<file path="config.mk">
export PLATFORM = sky130hd
export DESIGN_NAME = terminal_line_discipline
export DESIGN_NICKNAME = d
export VERILOG_FILES = /design/src/tld_pkg.sv /design/src/tld_ram.sv /design/src/tld_ctrl.sv /design/src/tld_datapath.sv /design/src/terminal_line_discipline.sv
export SDC_FILE = /design/constraint.sdc
export NUM_CORES = 2
export LEC_CHECK = 0
export BUFFER_PORTS_ARGS = -buffer_cell sky130_fd_sc_hd__buf_2
export CAP_MARGIN = 40
export CORE_MARGIN = 2
export CORE_UTILIZATION = 57
export DETAILED_ROUTE_END_ITERATION = 7
export GPL_TIMING_DRIVEN = 0
export PLACE_DENSITY_LB_ADDON = 0.08
export REMOVE_ABC_BUFFERS = 1
export SYNTH_ARGS = -nofsm -noshare
export SYNTH_HDL_FRONTEND = slang
export SYNTH_SLANG_ARGS = --single-unit
</file>
<file path="constraint.sdc">
create_clock -name clk -period 5.5 [get_ports clk]
set_clock_uncertainty 0.2 [all_clocks]
set_input_delay 1.65 -clock clk [delete_from_list [all_inputs] [get_ports clk]]
set_output_delay 1.65 -clock clk [all_outputs]
set_load 0.005 [all_outputs]
</file>
<file path="src/tld_pkg.sv">
// tld_pkg: shared types and constants of the terminal line discipline
// used by tld_ctrl, tld_datapath and terminal_line_discipline
package tld_pkg;

  localparam int OP_W      = 3;
  localparam int TERM_W    = 2;
  localparam int BYTE_W    = 8;
  localparam int CHAR_W    = 7;
  localparam int ECHO_W    = 3;
  localparam int S_TDATA_W = 8;
  localparam int S_TUSER_W = 5;
  localparam int M_TDATA_W = 24;

  localparam logic [CHAR_W-1:0] CHAR_CR = 7'h0D;
  localparam logic [CHAR_W-1:0] CHAR_LF = 7'h0A;

  typedef enum logic [OP_W-1:0] {
    OP_RX    = 3'd0,
    OP_TXRDY = 3'd1,
    OP_POLL  = 3'd2,
    OP_PUSH  = 3'd3,
    OP_POP   = 3'd4
  } op_t;

  typedef enum logic [3:0] {
    ST_IDLE,
    ST_DECODE,
    ST_LF,
    ST_POPCAP,
    ST_CHKIDLE,
    ST_SEND,
    ST_SENDCAP,
    ST_SEND2,
    ST_SENDCAP2,
    ST_DONE
  } state_t;

  typedef enum logic [1:0] {
    SRC_NONE,
    SRC_ECHO,
    SRC_OUT
  } src_t;

  typedef struct packed {
    logic latch;
    logic rx_push;
    logic lf_push;
    logic push_out;
    logic pop_rd;
    logic pop_cap;
    logic send_rd;
    logic send_cap;
    logic load_out;
  } cmd_t;

  typedef struct packed {
    op_t  op;
    logic item_ok;
    logic is_cr;
    logic idle_now;
    logic retry;
    logic out_busy;
  } status_t;

endpackage

</file>
<file path="src/tld_ram.sv">
// tld_ram: generic single write port, single read port ram
// registered read data, no dependencies
module tld_ram #(
  parameter int WIDTH = 8,
  parameter int DEPTH = 96
) (
  input  logic                     clk,
  input  logic                     wr_en,
  input  logic [$clog2(DEPTH)-1:0] wr_addr,
  input  logic [WIDTH-1:0]         wr_data,
  input  logic                     rd_en,
  input  logic [$clog2(DEPTH)-1:0] rd_addr,
  output logic [WIDTH-1:0]         rd_data
);

  logic [WIDTH-1:0] mem [DEPTH];

  always_ff @(posedge clk) begin
    if (wr_en) begin
      mem[wr_addr] <= wr_data;
    end
    if (rd_en) begin
      rd_data <= mem[rd_addr];
    end
  end

endmodule

</file>
<file path="src/tld_ctrl.sv">
// tld_ctrl: sequencer that steps one request through queue actions and send attempts
// depends on tld_pkg
module tld_ctrl
  import tld_pkg::*;
(
  input  logic    clk,
  input  logic    rst,
  input  logic    s_tvalid,
  output logic    s_tready,
  input  status_t status,
  output cmd_t    cmd
);

  state_t state, state_next;

  always_ff @(posedge clk) begin
    if (rst) begin
      state <= ST_IDLE;
    end else begin
      state <= state_next;
    end
  end

  always_comb begin
    state_next = state;
    cmd        = '0;
    s_tready   = 1'b0;
    case (state)
      ST_IDLE: begin
        s_tready = 1'b1;
        if (s_tvalid) begin
          cmd.latch  = 1'b1;
          state_next = ST_DECODE;
        end
      end
      ST_DECODE: begin
        if (!status.item_ok) begin
          state_next = ST_DONE;
        end else begin
          case (status.op)
            OP_RX: begin
              cmd.rx_push = 1'b1;
              state_next  = status.is_cr ? ST_LF : ST_CHKIDLE;
            end
            OP_TXRDY, OP_POLL: begin
              state_next = ST_SEND;
            end
            OP_PUSH: begin
              cmd.push_out = 1'b1;
              state_next   = ST_CHKIDLE;
            end
            OP_POP: begin
              cmd.pop_rd = 1'b1;
              state_next = ST_POPCAP;
            end
            default: begin
              state_next = ST_DONE;
            end
          endcase
        end
      end
      ST_LF: begin
        cmd.lf_push = 1'b1;
        state_next  = ST_CHKIDLE;
      end
      ST_POPCAP: begin
        cmd.pop_cap = 1'b1;
        state_next  = ST_CHKIDLE;
      end
      ST_CHKIDLE: begin
        state_next = status.idle_now ? ST_SEND : ST_DONE;
      end
      ST_SEND: begin
        cmd.send_rd = 1'b1;
        state_next  = ST_SENDCAP;
      end
      ST_SENDCAP: begin
        cmd.send_cap = 1'b1;
        if (status.op == OP_TXRDY && status.retry) begin
          state_next = ST_SEND2;
        end else begin
          state_next = ST_DONE;
        end
      end
      ST_SEND2: begin
        cmd.send_rd = 1'b1;
        state_next  = ST_SENDCAP2;
      end
      ST_SENDCAP2: begin
        cmd.send_cap = 1'b1;
        state_next   = ST_DONE;
      end
      ST_DONE: begin
        if (!status.out_busy) begin
          cmd.load_out = 1'b1;
          state_next   = ST_IDLE;
        end
      end
      default: begin
        state_next = ST_IDLE;
      end
    endcase
  end

endmodule

</file>
<file path="src/tld_datapath.sv">
// tld_datapath: per-terminal queue pointers, idle flags, queue rams and result register
// depends on tld_pkg and tld_ram
module tld_datapath
  import tld_pkg::*;
#(
  parameter int NUM_TERMINALS = 3,
  parameter int QUEUE_DEPTH   = 32
) (
  input  logic                 clk,
  input  logic                 rst,
  input  logic [S_TDATA_W-1:0] s_tdata,
  input  logic [S_TUSER_W-1:0] s_tuser,
  input  logic                 cfg_wr_en,
  input  logic [ECHO_W-1:0]    cfg_wr_data,
  input  cmd_t                 cmd,
  output status_t              status,
  output logic                 m_tvalid,
  input  logic                 m_tready,
  output logic [M_TDATA_W-1:0] m_tdata
);

  localparam int PTR_W     = $clog2(QUEUE_DEPTH);
  localparam int CNT_W     = $clog2(QUEUE_DEPTH + 1);
  localparam int RAM_DEPTH = NUM_TERMINALS * QUEUE_DEPTH;
  localparam int ADDR_W    = $clog2(RAM_DEPTH);
  localparam int TI_W      = (NUM_TERMINALS > 1) ? $clog2(NUM_TERMINALS) : 1;

  function automatic logic [PTR_W-1:0] wrap_add(input logic [PTR_W-1:0] h,
                                                input logic [CNT_W-1:0] c);
    logic [CNT_W:0] s;
    s = (CNT_W+1)'(h) + (CNT_W+1)'(c);
    if (s >= (CNT_W+1)'(QUEUE_DEPTH)) begin
      s = s - (CNT_W+1)'(QUEUE_DEPTH);
    end
    return PTR_W'(s);
  endfunction

  function automatic logic [PTR_W-1:0] next_ptr(input logic [PTR_W-1:0] h);
    return (h == PTR_W'(QUEUE_DEPTH - 1)) ? '0 : h + 1'b1;
  endfunction

  // item registers
  op_t               op_q;
  logic [TERM_W-1:0] term_q;
  logic [BYTE_W-1:0] data_q;
  logic [ECHO_W-1:0] echo_en;

  // per-terminal queue state
  logic [PTR_W-1:0] in_head  [NUM_TERMINALS];
  logic [CNT_W-1:0] in_cnt   [NUM_TERMINALS];
  logic [PTR_W-1:0] ec_head  [NUM_TERMINALS];
  logic [CNT_W-1:0] ec_cnt   [NUM_TERMINALS];
  logic [PTR_W-1:0] out_head [NUM_TERMINALS];
  logic [CNT_W-1:0] out_cnt  [NUM_TERMINALS];
  logic             idle     [NUM_TERMINALS];

  // result accumulation
  logic              r_tx_valid, r_in_post, r_out_post, r_rd_valid, r_dropped;
  logic [CHAR_W-1:0] r_tx_byte, r_rd_byte;
  src_t              src;

  logic [TI_W-1:0]   t_idx;
  logic [ADDR_W-1:0] t_base;
  logic [CHAR_W-1:0] ch;
  logic [ECHO_W:0]   echo_ext;
  logic              echo_on;
  logic              in_full, ec_full, out_full;
  logic              ec_we, in_we, out_we;
  logic              send_echo, send_out;
  logic [CHAR_W-1:0] in_rdata, ec_rdata;
  logic [BYTE_W-1:0] out_rdata;
  logic              ch_nz;

  assign t_idx    = TI_W'(term_q);
  assign t_base   = ADDR_W'(t_idx) * ADDR_W'(QUEUE_DEPTH);
  assign ch       = data_q[CHAR_W-1:0];
  assign echo_ext = {1'b0, echo_en};
  assign echo_on  = echo_ext[term_q];

  assign in_full  = (in_cnt[t_idx] == CNT_W'(QUEUE_DEPTH));
  assign ec_full  = (ec_cnt[t_idx] == CNT_W'(QUEUE_DEPTH));
  assign out_full = (out_cnt[t_idx] == CNT_W'(QUEUE_DEPTH));

  assign in_we  = cmd.rx_push && !in_full;
  assign ec_we  = ((cmd.rx_push && (status.is_cr || echo_on)) || cmd.lf_push) && !ec_full;
  assign out_we = cmd.push_out && !out_full;

  assign send_echo = cmd.send_rd && (ec_cnt[t_idx] != '0);
  assign send_out  = cmd.send_rd && (ec_cnt[t_idx] == '0) && (out_cnt[t_idx] != '0);

  always_comb begin
    ch_nz = 1'b0;
    case (src)
      SRC_ECHO: ch_nz = (ec_rdata != '0);
      SRC_OUT:  ch_nz = (out_rdata != '0);
      default:  ch_nz = 1'b0;
    endcase
  end

  assign status.op       = op_q;
  assign status.item_ok  = (op_q <= OP_POP) && (32'(term_q) < NUM_TERMINALS);
  assign status.is_cr    = (ch == CHAR_CR);
  assign status.idle_now = idle[t_idx];
  assign status.retry    = (src != SRC_OUT) && !ch_nz;
  assign status.out_busy = m_tvalid && !m_tready;

  tld_ram #(.WIDTH(CHAR_W), .DEPTH(RAM_DEPTH)) u_in_ram (
    .clk     (clk),
    .wr_en   (in_we),
    .wr_addr (t_base + ADDR_W'(wrap_add(in_head[t_idx], in_cnt[t_idx]))),
    .wr_data (ch),
    .rd_en   (cmd.pop_rd),
    .rd_addr (t_base + ADDR_W'(in_head[t_idx])),
    .rd_data (in_rdata)
  );

  tld_ram #(.WIDTH(CHAR_W), .DEPTH(RAM_DEPTH)) u_echo_ram (
    .clk     (clk),
    .wr_en   (ec_we),
    .wr_addr (t_base + ADDR_W'(wrap_add(ec_head[t_idx], ec_cnt[t_idx]))),
    .wr_data (cmd.lf_push ? CHAR_LF : ch),
    .rd_en   (send_echo),
    .rd_addr (t_base + ADDR_W'(ec_head[t_idx])),
    .rd_data (ec_rdata)
  );

  tld_ram #(.WIDTH(BYTE_W), .DEPTH(RAM_DEPTH)) u_out_ram (
    .clk     (clk),
    .wr_en   (out_we),
    .wr_addr (t_base + ADDR_W'(wrap_add(out_head[t_idx], out_cnt[t_idx]))),
    .wr_data (data_q),
    .rd_en   (send_out),
    .rd_addr (t_base + ADDR_W'(out_head[t_idx])),
    .rd_data (out_rdata)
  );

  always_ff @(posedge clk) begin
    if (cmd.latch) begin
      op_q   <= op_t'(s_tuser[OP_W-1:0]);
      term_q <= s_tuser[OP_W +: TERM_W];
      data_q <= s_tdata[BYTE_W-1:0];
    end
  end

  always_ff @(posedge clk) begin
    if (rst) begin
      echo_en <= '0;
    end else if (cfg_wr_en) begin
      echo_en <= cfg_wr_data;
    end
  end

  // queue pointers and idle flags
  always_ff @(posedge clk) begin
    if (rst) begin
      for (int i = 0; i < NUM_TERMINALS; i++) begin
        in_head[i]  <= '0;
        in_cnt[i]   <= '0;
        ec_head[i]  <= '0;
        ec_cnt[i]   <= '0;
        out_head[i] <= '0;
        out_cnt[i]  <= '0;
        idle[i]     <= 1'b1;
      end
    end else begin
      if (in_we) begin
        in_cnt[t_idx] <= in_cnt[t_idx] + 1'b1;
      end
      if (cmd.pop_rd && in_cnt[t_idx] != '0) begin
        in_head[t_idx] <= next_ptr(in_head[t_idx]);
        in_cnt[t_idx]  <= in_cnt[t_idx] - 1'b1;
      end
      if (ec_we) begin
        ec_cnt[t_idx] <= ec_cnt[t_idx] + 1'b1;
      end
      if (send_echo) begin
        ec_head[t_idx] <= next_ptr(ec_head[t_idx]);
        ec_cnt[t_idx]  <= ec_cnt[t_idx] - 1'b1;
      end
      if (out_we) begin
        out_cnt[t_idx] <= out_cnt[t_idx] + 1'b1;
      end
      if (send_out) begin
        out_head[t_idx] <= next_ptr(out_head[t_idx]);
        out_cnt[t_idx]  <= out_cnt[t_idx] - 1'b1;
      end
      if (cmd.send_cap) begin
        idle[t_idx] <= !ch_nz;
      end
    end
  end

  // result accumulation
  always_ff @(posedge clk) begin
    if (cmd.latch) begin
      r_tx_valid <= 1'b0;
      r_tx_byte  <= '0;
      r_in_post  <= 1'b0;
      r_out_post <= 1'b0;
      r_rd_valid <= 1'b0;
      r_rd_byte  <= '0;
      r_dropped  <= 1'b0;
      src        <= SRC_NONE;
    end else begin
      if (cmd.rx_push) begin
        r_in_post <= !in_full;
        if (in_full || (ec_full && (status.is_cr || echo_on))) begin
          r_dropped <= 1'b1;
        end
      end
      if ((cmd.lf_push && ec_full) || (cmd.push_out && out_full)) begin
        r_dropped <= 1'b1;
      end
      if (cmd.pop_rd && in_cnt[t_idx] != '0) begin
        r_rd_valid <= 1'b1;
      end
      if (cmd.pop_cap && r_rd_valid) begin
        r_rd_byte <= in_rdata;
      end
      if (cmd.send_rd) begin
        src <= send_echo ? SRC_ECHO : (send_out ? SRC_OUT : SRC_NONE);
      end
      if (cmd.send_cap) begin
        if (src == SRC_OUT) begin
          r_out_post <= 1'b1;
        end
        if (ch_nz) begin
          r_tx_valid <= 1'b1;
          r_tx_byte  <= (src == SRC_OUT) ? out_rdata[CHAR_W-1:0] : ec_rdata;
        end
      end
    end
  end

  // output register
  always_ff @(posedge clk) begin
    if (rst) begin
      m_tvalid <= 1'b0;
    end else if (cmd.load_out) begin
      m_tvalid <= 1'b1;
    end else if (m_tready) begin
      m_tvalid <= 1'b0;
    end
  end

  always_ff @(posedge clk) begin
    if (cmd.load_out) begin
      m_tdata <= {5'b0, r_dropped, r_rd_byte, r_rd_valid, r_out_post, r_in_post,
                  r_tx_byte, r_tx_valid};
    end
  end

endmodule

</file>
<file path="src/terminal_line_discipline.sv">
// terminal_line_discipline: top level, echo and queue handling for uart terminals
// depends on tld_pkg, tld_ctrl, tld_datapath, tld_ram
//
// channel   dir  signals                    contents
// request   in   s_tvalid s_tready          s_tuser, s_tdata
// result    out  m_tvalid m_tready          m_tdata
// config    in   cfg_wr_en                  cfg_wr_data (echo_enable)
//
// one request at a time: the sequencer steps through the queue writes and the registered
// ram reads of each send attempt, and the next request can be accepted in the cycle after
// the result is loaded
// a waiting result does not block the next request until its own result is due
// rst is synchronous: queues empty, all terminals idle, echo off
// a stalled result holds m_tdata and the sequencer waits at its last step
module terminal_line_discipline
  import tld_pkg::*;
#(
  parameter int NUM_TERMINALS = 3,
  parameter int QUEUE_DEPTH   = 32
) (
  input  logic                 clk,
  input  logic                 rst,
  input  logic                 s_tvalid,
  output logic                 s_tready,
  input  logic [S_TDATA_W-1:0] s_tdata,   // data_byte
  input  logic [S_TUSER_W-1:0] s_tuser,   // operation, terminal
  output logic                 m_tvalid,
  input  logic                 m_tready,
  output logic [M_TDATA_W-1:0] m_tdata,   // tx_valid, tx_byte, input_post,
                                          // output_post, read_valid, read_byte,
                                          // dropped, zero fill
  input  logic                 cfg_wr_en,
  input  logic [ECHO_W-1:0]    cfg_wr_data
);

  cmd_t    cmd;
  status_t status;

  tld_ctrl u_ctrl (
    .clk      (clk),
    .rst      (rst),
    .s_tvalid (s_tvalid),
    .s_tready (s_tready),
    .status   (status),
    .cmd      (cmd)
  );

  tld_datapath #(
    .NUM_TERMINALS (NUM_TERMINALS),
    .QUEUE_DEPTH   (QUEUE_DEPTH)
  ) u_datapath (
    .clk         (clk),
    .rst         (rst),
    .s_tdata     (s_tdata),
    .s_tuser     (s_tuser),
    .cfg_wr_en   (cfg_wr_en),
    .cfg_wr_data (cfg_wr_data),
    .cmd         (cmd),
    .status      (status),
    .m_tvalid    (m_tvalid),
    .m_tready    (m_tready),
    .m_tdata     (m_tdata)
  );

endmodule
</file>
==> flow_summary_export.csv <==
group,metric,value,unit
worst_setup_path,critical_path.max_fanout,52,
clocking,clk_pin_slew,60,ps
timing,max_freq,183.5,MHz
placed_design,io_buffers,41,
placed_design,pre_cts_slack,-412.8,ps
die,io_pins,47,
logic_synthesis,synth_seq_area_share,74.00,%
global_route,grt_max_degree,168,
worst_setup_path,end_kind,"register",
logic_synthesis,synthAdderAreaFrac,0.4914,%
placed_design,place.detailed.hpwl,140400,µm
global_route,grt_use_total,26.09,%
logic_synthesis,yosys_warnings,0,
clocking,clk-insertion-delay-late,880,ps
die,die_w,410.6,µm
power,finalPower,48.15,mW
worst_setup_path,cp_top_family,"buffers and inverters",
drt,drt_iter0_markers,5792,
logic_synthesis,synth_cell_types,80,
worst_setup_path,cpMaxStageDelayCell,"mux4_4",
die,die_y,410.6,µm
timing,slew_headroom,36.13,%
placed_design,placed_cells,7912,
worst_setup_path,cpPeakStageDelay,1040,ps
logic_synthesis,synth_edf_count,2299,
cells_and_area,finish.utilization,65.28,%
global_route,grt_overflow,0,
clocking,cts_max_level,4,
timing,rsz0062_at_grt,"true",
die,initial_core_util,57.23,%
timing,worst_pin_slew,957.0,ps
cells_and_area,final_cell_mix,"2299 x edfxtp_1, 591 x nand2_1, 499 x mux2i_1",
clocking,cts_root_buf,"clkbuf_16",
cells_and_area,layout.nets,6021,
placed_design,gp_congestion,0.8277,
logic_synthesis,synth_mux_area_share,9.501,%
logic_synthesis,synth-main-ff-cell,"edfxtp_1",
worst_setup_path,startpoint_type,"register",
cells_and_area,finalNonFillerCells,8349,
drt,via_per_inst,6.192,
logic_synthesis,yosys.area_share.simple,7.475,%
worst_setup_path,crit_buf_inv,6,
job,drv_cap,0,
power,ir_drop,390.8,µV
logic_synthesis,async_flop_share,0,%
global_route,grt_pass1_wl,326000,µm
logic_synthesis,synth_xor_xnor_area_share,0.3068,%
timing,min_period_over_period,99.07,%
drt,vias,51694,
die,fp.coreArea,0.1646,mm²
clocking,cts_buffer_depth,3,
logic_synthesis,synth_cells,5875,
drt,routed_wl,221300,µm
global_route,grt_pass1_vias,50100,
power,p_leak,35.09,nW
drt,drc_errors,0,
die,die_area,0.1686,mm²
clocking,clock_sinks,2333,
hold_path,hold_class,"reg -> reg",
power,powerDensity,448.0,mW/mm²
logic_synthesis,ys_seq_elements,2333,
logic_synthesis,avgSynthCellArea,16.04,µm²
drt,drtAntennaViolNets,0,
timing,drv_slew,0,
logic_synthesis,mappedNetlistArea,0.09422,mm²
worst_setup_path,cp.arrival,5750,ps
logic_synthesis,synth_compound_area_share,6.000,%
timing,fin_ws,51.33,ps
timing,hold_viol,0,
clocking,cts-buffers-inserted,231,
run_status,status,"finished clean",
worst_setup_path,crit_chain,"buf_16 > mux4_4 > buf_16 > buf_16 > inv_1 > fa_1 > inv_1 > a21o_1 > a21oi_1 > xnor2_4 > buf_8 > or3_1 > nor2_2",
global_route,antenna_found_initial,2,
cells_and_area,drive_above_1_share,15.72,%
logic_synthesis,synth_top_family_by_area,"multiplexers",
drt,wl_per_cell,26.50,µm
worst_setup_path,crit_type,"reg -> reg",
worst_setup_path,cp.required,5800,ps
cells_and_area,syn2layout_area_growth,14.06,%
worst_setup_path,cp_common_cell,"buf_16",
timing,fin_crit,5449,ps
clocking,holdBufCountCts,0,
clocking,tritoncts,"done",
drt,first_pass_iters,5,
timing,setup_viol,0,
die,rows,149,
cells_and_area,final_common_cell,"edfxtp_1",
area by class of cell:
type                            instances  area (µm²)
Antenna cell                            2       5.005
Clock buffer                          279        6046
Clock inverter                        146        1519
Fill cell                           11285       57160
Inverter                               58       281.5
Multi-Input combinational cell       3132       23450
Sequential cell                      2333       69720
Tap cell                             2189        2739
Timing Repair Buffer                  209        3690
Timing Repair inverter                  1       11.26
sequential cells by signal, indices dropped and copies added (netlist names), 20 cells and up, named ones only:
signal	cells
u_datapath.ec_head	20
u_datapath.u_out_ram.mem	768
u_datapath.ec_cnt	24
u_datapath.in_cnt	24
u_datapath.out_cnt	24
u_datapath.u_in_ram.mem	672
u_datapath.out_head	20
u_datapath.in_head	20
u_datapath.u_echo_ram.mem	672
cell usage after synthesis (18+ instances only):
library cell | count | area share [%]
a2111oi_0 | 21 | 0.20
a211oi_1 | 187 | 1.5
a21oi_1 | 144 | 0.76
a22oi_1 | 67 | 0.53
a311oi_1 | 86 | 0.80
a31oi_1 | 73 | 0.48
a32oi_1 | 35 | 0.33
and3_1 | 25 | 0.17
buf_1 | 21 | 0.084
buf_2 | 137 | 0.73
buf_4 | 43 | 0.34
buf_6 | 19 | 0.23
clkbuf_1 | 146 | 0.58
dfxtp_1 | 34 | 0.72
edfxtp_1 | 2299 | 73
ha_1 | 29 | 0.39
inv_1 | 53 | 0.21
mux2_2 | 23 | 0.27
mux2i_1 | 499 | 5.3
mux4_2 | 163 | 3.9
nand2_1 | 591 | 2.4
nand2b_1 | 32 | 0.21
nand3_1 | 100 | 0.53
nand3b_1 | 23 | 0.18
nand4_1 | 18 | 0.12
nor2_1 | 490 | 2.0
nor2b_1 | 167 | 1.1
nor3_1 | 37 | 0.20
o21ai_0 | 58 | 0.31
o22ai_1 | 20 | 0.13
xnor2_1 | 18 | 0.17
timing repair:
item	4_1_cts	5_1_grt
pin swaps	0	5
gates resized for setup	76	173
gates cloned	0	2
endpoints found under the hold margin	0	0
endpoints found under the setup margin	955	1792
setup buffers	0	8
logic make-up after synthesis:
family / count (synthesis)
AO/OA/AOI/OAI: 795
XOR/XNOR: 33
adder cells (fa/ha/maj): 34
buffers and inverters: 425
flip-flops: 2333
multiplexers: 687
other: 1
AND/OR/NAND/NOR: 1567
per-layer routing:
metal | wire [µm] | global-route usage (%) | vias to the layer above
met5 | 0 | 0 | -
met4 | 5786 | 7.759 | 0
met3 | 16810 | 3.854 | 320
met2 | 103600 | 40.28 | 2060
met1 | 95100 | 39.02 | 26243
li1 | - | - | 23071
report_power, final:
| part | switching, mW | internal [mW] |
|---|---|---|
| combinational | 7.74 | 4.15 |
| clock | 6.58 | 9.11 |
| sequential | 0.154 | 20.4 |
worst reg2reg max path, cell delays in order (launching register included):
cell and delay, ps:
dfxtp_4 410, buf_16 270, mux4_4 1090, buf_16 330
buf_16 260, inv_1 200, fa_1 270, inv_1 60
a21o_1 150, a21oi_1 350, xnor2_4 250, buf_8 220
or3_1 570, nor2_2 470
per-stage QoR:
stage | setup TNS [ps] | hold slack, ps | instance area [µm²]
5_1_grt | -25980 | 238.7 | 107500
4_1_cts | -18250 | 211.8 | 106700
3_3_place_gp | - | 214.5 | 95350
6_report | 0 | 212.0 | 107500
2_1_floorplan | -6303820 | 208.0 | 92400
3_5_place_dp | -155150 | 217.6 | 98940
final timing paths:
| kind | from | to | slack, ps | depth (start not counted) |
|---|---|---|---|---|
| hold reg to reg | u_datapath.r_tx_byte[0] | u_datapath.m_tdata[1] | 210 | 0 |
| hold / removal | u_datapath.r_tx_byte[0] | u_datapath.m_tdata[1] | 210 | 0 |
| setup / recovery | register | u_datapath.u_in_ram.mem[2][1] | 50 | 13 |
| setup reg to reg | register | u_datapath.u_in_ram.mem[2][1] | 50 | 13 |
No activity file was read; power rests on OpenSTA's default activity.
